[src/accel_tilt_roll_pitch_top_macros.svh]
// Assertion macros for the tilt pipeline.
// Used by accel_tilt_roll_pitch_top; expects clk_i and rst_ni in scope.
`ifndef ACCEL_TILT_ROLL_PITCH_TOP_MACROS_SVH
`define ACCEL_TILT_ROLL_PITCH_TOP_MACROS_SVH

// Same-cycle implication, disabled during reset.
`define ATRP_ASSERT_NOW(lbl, ante, cons, msg) \
  lbl: assert property (@(posedge clk_i) disable iff (!rst_ni) (ante) |-> (cons)) \
    else $error(msg);

// Next-cycle implication, disabled during reset.
`define ATRP_ASSERT_NEXT(lbl, ante, cons, msg) \
  lbl: assert property (@(posedge clk_i) disable iff (!rst_ni) (ante) |=> (cons)) \
    else $error(msg);

`endif

[src/atrp_pkg.sv]
// Shared types, constants and the CORDIC arctangent constants for the tilt block.
// No dependencies; imported by atrp_vec, atrp_units and accel_tilt_roll_pitch_top.
package atrp_pkg;

  localparam int unsigned ANGLE_BITS   = 16;
  localparam int unsigned SAMPLE_W     = 16;
  localparam int unsigned COORD_SHIFT  = 40;
  localparam int unsigned COORD_W      = 60;
  localparam int unsigned ANG_W        = 64;
  localparam int unsigned CORDIC_STEPS = 50;
  localparam int unsigned GAIN_W       = 32;
  localparam int unsigned GAIN_FRAC    = 30;
  localparam int unsigned UNIT_STAGES  = 7;

  // CORDIC gain in Q30, pi in Q60, 1/pi in Q64
  localparam logic signed [GAIN_W-1:0] GAIN_Q30   = 32'sd1768195363;
  localparam logic signed [ANG_W-1:0]  PI_Q60     = 64'sh3243F6A8885A308D;
  localparam logic [63:0]              INV_PI_Q64 = 64'h517CC1B727220A94;

  typedef struct packed {
    logic signed [SAMPLE_W-1:0] accel_x;
    logic signed [SAMPLE_W-1:0] accel_y;
    logic signed [SAMPLE_W-1:0] accel_z;
  } accel_word_t;

  typedef struct packed {
    logic signed [ANGLE_BITS-1:0] roll_angle;
    logic signed [ANGLE_BITS-1:0] pitch_angle;
  } tilt_word_t;

  // atan(2^-i) in Q60: pi/4 for step 0, truncated Taylor terms otherwise.
  // Evaluated at elaboration only.
  function automatic logic signed [ANG_W-1:0] atan_step(input int unsigned i);
    logic signed [ANG_W-1:0] sum;
    logic [63:0]             term;
    sum = '0;
    if (i == 0) begin
      return PI_Q60 >>> 2;
    end
    for (int unsigned k = 0; k < 31; k++) begin
      if (i * (2 * k + 1) <= 60) begin
        term = (64'd1 << (60 - i * (2 * k + 1))) / 64'(2 * k + 1);
        if ((k & 1) != 0) begin
          sum = sum - $signed(term);
        end else begin
          sum = sum + $signed(term);
        end
      end
    end
    return sum;
  endfunction

endpackage

[src/atrp_units.sv]
// Radians (Q60) to rounded binary angle units, with saturation, in seven stages.
// Depends on atrp_pkg (ANGLE_BITS, 1/pi constant).
module atrp_units (
  input  logic                                  clk_i,
  input  logic                                  en_i,
  input  logic                                  flip_i,
  input  logic signed [atrp_pkg::ANG_W-1:0]     rad_i,
  output logic signed [atrp_pkg::ANGLE_BITS-1:0] angle_o
);
  import atrp_pkg::*;

  localparam int unsigned RSH     = 61 - ANGLE_BITS;
  localparam int unsigned UNITS_W = ANG_W - RSH;
  localparam logic [63:0] ROUND   = 64'd1 << (60 - ANGLE_BITS);
  localparam logic [UNITS_W-1:0] TOP_U = UNITS_W'(1) << (ANGLE_BITS - 1);
  localparam logic [31:0] C_LO = INV_PI_Q64[31:0];
  localparam logic [31:0] C_HI = INV_PI_Q64[63:32];

  logic [5:0]         neg_q;
  logic [63:0]        m0_q;
  logic [63:0]        p0_q, p1_q, p0b_q, p1b_q, p2_q, p3_q;
  logic [31:0]        mh1_q;
  logic [33:0]        mid3_q;
  logic [63:0]        hi3_q;
  logic [63:0]        q4_q;
  logic [63:0]        rsum;
  logic [UNITS_W-1:0] u5_q;
  logic [UNITS_W-1:0] sat;
  logic [UNITS_W-1:0] sat_n;
  logic signed [ANGLE_BITS-1:0] angle_d;
  logic signed [ANGLE_BITS-1:0] angle_q;

  // Rounding offset, then saturate and restore the sign
  always_comb begin
    rsum  = q4_q + ROUND;
    sat   = '0;
    sat_n = '0;
    if (neg_q[5]) begin
      sat     = (u5_q > TOP_U) ? TOP_U : u5_q;
      sat_n   = UNITS_W'(0) - sat;
      angle_d = sat_n[ANGLE_BITS-1:0];
    end else begin
      sat     = (u5_q > TOP_U - UNITS_W'(1)) ? TOP_U - UNITS_W'(1) : u5_q;
      angle_d = sat[ANGLE_BITS-1:0];
    end
  end

  always_ff @(posedge clk_i) begin
    if (en_i) begin
      // magnitude and sign
      neg_q[0] <= rad_i[ANG_W-1] ^ flip_i;
      m0_q     <= rad_i[ANG_W-1] ? 64'(-rad_i) : 64'(rad_i);
      // low half of m times 1/pi
      neg_q[1] <= neg_q[0];
      p0_q     <= m0_q[31:0] * C_LO;
      p1_q     <= m0_q[31:0] * C_HI;
      mh1_q    <= m0_q[63:32];
      // high half of m times 1/pi
      neg_q[2] <= neg_q[1];
      p0b_q    <= p0_q;
      p1b_q    <= p1_q;
      p2_q     <= mh1_q * C_LO;
      p3_q     <= mh1_q * C_HI;
      // partial product sums
      neg_q[3] <= neg_q[2];
      mid3_q   <= {2'b0, p0b_q[63:32]} + {2'b0, p1b_q[31:0]} + {2'b0, p2_q[31:0]};
      hi3_q    <= p3_q + {32'b0, p1b_q[63:32]} + {32'b0, p2_q[63:32]};
      // upper 64 bits of the product
      neg_q[4] <= neg_q[3];
      q4_q     <= hi3_q + {62'b0, mid3_q[33:32]};
      // round to units
      neg_q[5] <= neg_q[4];
      u5_q     <= rsum[63:RSH];
      // saturated signed result
      angle_q  <= angle_d;
    end
  end

  assign angle_o = angle_q;

endmodule

[config.mk]
export PLATFORM = sky130hd
export DESIGN_NAME = atrp_units
export DESIGN_NICKNAME = d
export VERILOG_FILES = /design/src/accel_tilt_roll_pitch_top_macros.svh /design/src/atrp_pkg.sv /design/src/atrp_units.sv
export SDC_FILE = /design/constraint.sdc
export NUM_CORES = 2
export LEC_CHECK = 0
export ABC_AREA = 1
export BUFFER_PORTS_ARGS = -buffer_cell sky130_fd_sc_hd__clkbuf_2
export CORE_UTILIZATION = 25
export DETAILED_ROUTE_END_ITERATION = 16
export GPL_TIMING_DRIVEN = 0
export SLEW_MARGIN = 20
export SYNTH_ARGS = -nofsm -noshare
export SYNTH_HDL_FRONTEND = slang
export SYNTH_SLANG_ARGS = --single-unit
export TNS_END_PERCENT = 30
[constraint.sdc]
create_clock -name clk_i -period 7.1 [get_ports clk_i]
set_clock_uncertainty 0.2 [all_clocks]
set_input_delay 1.065 -clock clk_i [delete_from_list [all_inputs] [get_ports clk_i]]
set_output_delay 1.065 -clock clk_i [all_outputs]
set_load 0.05 [all_outputs]
# Yosys cells after proc, flatten, opt, wreduce, memory -nomap -nowiden
# Index checks and enable logic that the tools add are counted.
# W data, S select, Z words.
[classes] n_addsub=8 mul=4 n_lt_le_gt_ge=2 n_mux=4 bitwise=1
[op_table] operator="$mul A32 B31 Y63 const B" count=2
[op_table] operator="$mul A32 B28 Y60 const B" count=2
[op_table] operator="$add A63 B31 Y64" count=1
[op_table] operator="$add A64 B2 Y64" count=1
[op_table] operator="$add A64 B30 Y64" count=1
[op_table] operator="$add A64 B45 Y64 const B" count=1
[op_table] operator="$neg A64 Y64" count=1
[op_table] operator="$mux W63" count=1
[op_table] operator="$mux W16" count=3
[op_table] operator="$add A33 B32 Y34" count=1
[op_table] operator="$add A30 B32 Y33" count=1
[op_table] operator="$gt A19 B15 Y1 const B" count=1
[op_table] operator="$gt A19 B16 Y1 const B" count=1
[op_table] operator="$sub A1 B16 Y16 const A" count=1
[op_table] operator="$xor A1 B1 Y1" count=1
[word_totals] regBits=668 inputBits=67

# Depth between registers and ports, before layout
[logic_depth] depth_word=4 ltp_mapped=28 depth_no_buf=28

# Worst setup path after synthesis
# Ideal clock, no wire load.
[synth_path] kind="flip-flop to flip-flop" from="reg mh1_q[13]" to="reg p3_q[61], data pin" setup_time_ps=252 arrival_ps=5911 setup_slack_ps=737 stages_incl_launch_ff=23 n_path_buf=0 synth_period_minus_slack_ps=6363 cell_sequence="edfxtp_1 > fa_1 > fa_1 > inv_1 > fa_1 > fa_1 > inv_1 > fa_1 > fa_1 > fa_1 > inv_1 > fa_1 > inv_1 > ha_1 > nand2_1 > nor2_1 > inv_1 > nor2_1 > inv_1 > nor4_1 > nand2_1 > nand3_1 > nand2_1"
[synth_via] elab_chain_len=1
[synth_rtl] element="start: declaration" line_no="atrp_units.sv:22" text="logic [31:0] mh1_q;"
[synth_rtl] element="start signal: assignment" line_no="atrp_units.sv:57" text="mh1_q <= m0_q[63:32];"
[synth_rtl] element="$mul A32 B31 Y63" line_no="atrp_units.sv:63" text="p3_q <= mh1_q * C_HI;"
[synth_rtl] element="end signal: assignment" line_no="atrp_units.sv:63"
[synth_rtl] element="end: declaration" line_no="atrp_units.sv:21" text="logic [63:0] p0_q, p1_q, p0b_q, p1b_q, p2_q, p3_q;"
# Every way passes these cells.
# A chain may end at the register's enable or synchronous reset.

# Worst setup path after layout
[layout_path] from="reg mh1_q[7]" to="reg p3_q[41], data pin"
# The elaborated chain is that of the path after synthesis.

==> results.tsv <==
stage	metric	value	unit
final_layout	commonest non-fill, non-tap cell in the layout	inv_1	
critical_path	buffers plus inverters on the worst setup path	9	
die	CORE AREA	347000	µm²
drt	DRT iter0 DRCs	5405	
die	Die Width	594	µm
place	placed cells	14300	
sta	min Tclk post-route	7.02	ns
drt	uppermost layer routed	met4	
drt	post-route ant nets	0	
sta	maximum clock rate	143	MHz
global_routing	gr usage total	0.164	
critical_path	slowest CP cell	fa_1	
yosys	Net Count, Synth	12400	
clock_tree	Root Buffer	clkbuf_16	
yosys	Async S/R FF share, synth	0	
critical_path	CP startpoint kind	register	
yosys	post-synthesis simple-gate area fraction	0.122	
sta	Slew Limit Fails	0	
clock_tree	CTS buffer count	51	
global_routing	number of global-route vias before repair	66600	
place	routability cong.	0.989	
clock_tree	H-Tree Depth	2	
critical_path	Worst Path Required	7.32	ns
yosys	Yosys cell types	57	
sta	TNS Setup	0	ns
sta	final worst path period share	0.988	
yosys	Yosys warning count	0	
global_routing	gr ovfl total	0	
drt	drt wl/cell	20.1	µm
clock_tree	CTS tree	done	
die	Die Footprint	353000	µm²
yosys	largest family of logic cells by synthesized area	adder cells	
yosys	flops & latches, synth	531	
min_path	Worst Hold Class	register to register	
yosys	post-synthesis mux area share	0	
yosys	Seq/Total Area, Yosys	0.182	
sta	worst hold margin	0.207	ns
die	IO Count	83	
yosys	Mapped Cells	9608	
clock_tree	clock buffer depth	3	
drt	final WL	292000	µm
place	# port buffers	81	
critical_path	critical-path maximum fanout	7	
critical_path	CP endpoint kind	register	
flow_run	max-cap violation count	0	
drt	Residual DRC	0	
drt	Vias/cell	4.47	
clock_tree	hold_buf cts	0	
drt	Pre-Repair DR Iteration Count	6	
clock_tree	clock sinks	531	
yosys	Post-synth EDFFs	531	
yosys	Post-Synth XOR/XNOR Area	0.0289	
critical_path	worst path cell trace	buf_12 > buf_12 > buf_12 > ha_1 > ha_1 > inv_1 > fa_1 > inv_1 > fa_1 > fa_1 > fa_1 > fa_1 > inv_1 > fa_1 > inv_1 > ha_2 > nand2_2 > nor2_2 > inv_1 > nor2_1 > inv_1 > nor2_1 > a21oi_1 > xnor2_1	
place	post-detail-place hpwl	254000	µm
critical_path	slowest stage delay, CP	0.56	ns
place	pre-CTS setup slack	-0.968	ns
critical_path	crit path DAT	7.24	ns
drt	met1 wire length	132000	µm
clock_tree	worst skew pair latency	0.66	ns
drt	metal3 WL	22300	µm
clock_tree	Reg clk slew, reported paths	0.07	ns
critical_path	critical path's top delay family	adder cells	
die	Rows	216	
final_layout	Layout Nets	12700	
sta	hold violation total from the final report	0	
run_status	status	finished clean	
sta	Final WS setup	0.0837	ns
sta	worst rel slew slack	0.365	
sta	Worst Tran Pin Value	0.941	ns
global_routing	largest net degree at the start of global routing	100	
sta	# setup viols final	0	
global_routing	first-pass GRT wire length	431000	µm
yosys	Adder-Cell Fraction of Synth Area	0.497	
final_layout	Area Overhead vs Synth	12.7	%
global_routing	initial antenna violation count	6	
final_layout	Cell Count, Final, Fillers Out	14600	
die	Initial Util	0.252	
yosys	syn avg cell area	9.11	µm²
die	Die H	594	µm
yosys	Synth Area in Compound Gates	0.0535	
final_layout	most frequent cells in the layout	inv_1 (2682), ha_1 (1340), fa_1 (1308)	
yosys	synthesized cell area	87500	µm²
drt	met2 WL	127000	µm
sta	RSZ-0062 raised after global routing	yes	
critical_path	Crit Path Category	register to register	
final_layout	share of cells above drive strength 1	0.0601	
yosys	Main synth FF type	edfxtp_1	
drt	Vias	65100	
Yosys cell counts, drive strengths merged, types with 52 or more instances:
cell type | n | area, µm²
a21oi | 378 | 1900
edfxtp | 531 | 15900
fa | 1320 | 26400
ha | 1368 | 17100
inv | 2691 | 10100
nand2 | 1232 | 4630
nand3 | 280 | 1430
nand4 | 87 | 551
nor2 | 753 | 2860
nor3 | 129 | 698
o21ai | 280 | 1420
o21bai | 52 | 394
xnor2 | 70 | 613
xor2 | 219 | 1920
cells by family (layout without fill, tap and decap cells):
logic type / Yosys count / in the layout
buffers and inverters: 2704 / 3094
adder cells (fa/ha/maj): 2688 / 2688
AND/OR/NAND/NOR: 2553 / 2553
AO/OA/AOI/OAI: 843 / 843
flip-flops: 531 / 531
XOR/XNOR: 289 / 289
other: 0 / 4
stage by stage:
| stage | cell area, µm² | utilization |
|---|---|---|
| after global placement | 93700 | 0.270 |
| after global routing | 98700 | 0.284 |
| after CTS | 97700 | 0.281 |
| after detailed placement | 94300 | 0.272 |
| after floorplan | 87500 | - |
| final | 98700 | 0.284 |
layer usage:
metal / track usage / vias up
met1: 0.227 / 32000
met5: 0 / -
met4: 0.0516 / 0
met3: 0.0340 / 341
li1: - / 30600
met2: 0.256 / 2178
registers in the layout, summed over array words and instances (netlist names), 20 cells and up:
signal	flops
p2_q	59
m0_q	64
p0_q	30
p3_q	63
mh1_q	32
p1_q	63
hi3_q	64
p0b_q	30
p1b_q	63
q4_q	20
final timing paths:
check             startpoint        end  slack, ns  cells after the start
setup / recovery    mh1_q[7]   p3_q[41]       0.08                     24
hold / removal      p1_q[62]  p1b_q[62]       0.21                      0
setup reg to reg    mh1_q[7]   p3_q[41]       0.08                     24
hold reg to reg     p1_q[62]  p1b_q[62]       0.21                      0
repair_timing:
action | in CTS | in global routing
hold endpoints to repair | 0 | 0
pin swaps | 0 | 22
gates resized for setup | 21 | 198
setup buffers | 152 | 31
endpoints found under the setup margin | 131 | 81
worst reg2reg max path: stages (launching register included):
cell,delay [ns]
edfxtp_1,0.42
buf_12,0.17
buf_12,0.15
buf_12,0.17
ha_1,0.30
ha_1,0.35
inv_1,0.24
fa_1,0.53
inv_1,0.05
fa_1,0.49
fa_1,0.56
fa_1,0.45
fa_1,0.54
inv_1,0.07
fa_1,0.49
inv_1,0.05
ha_2,0.38
nand2_2,0.09
nor2_2,0.13
inv_1,0.12
nor2_1,0.13
inv_1,0.12
nor2_1,0.16
a21oi_1,0.12
xnor2_1,0.35
area by class of cell:
type	count	area, µm²
Multi-Input combinational cell	6373	62200
Antenna cell	4	10.0
Fill cell	36800	249000
Timing Repair Buffer	298	2960
Clock buffer	62	1320
Inverter	2692	10100
Clock inverter	30	353
Buffer	12	52.6
Tap cell	4578	5730
Sequential cell	531	15900
Power is not shown: default switching activity piles up to over one toggle a cycle in this logic, so the estimate is an artifact.
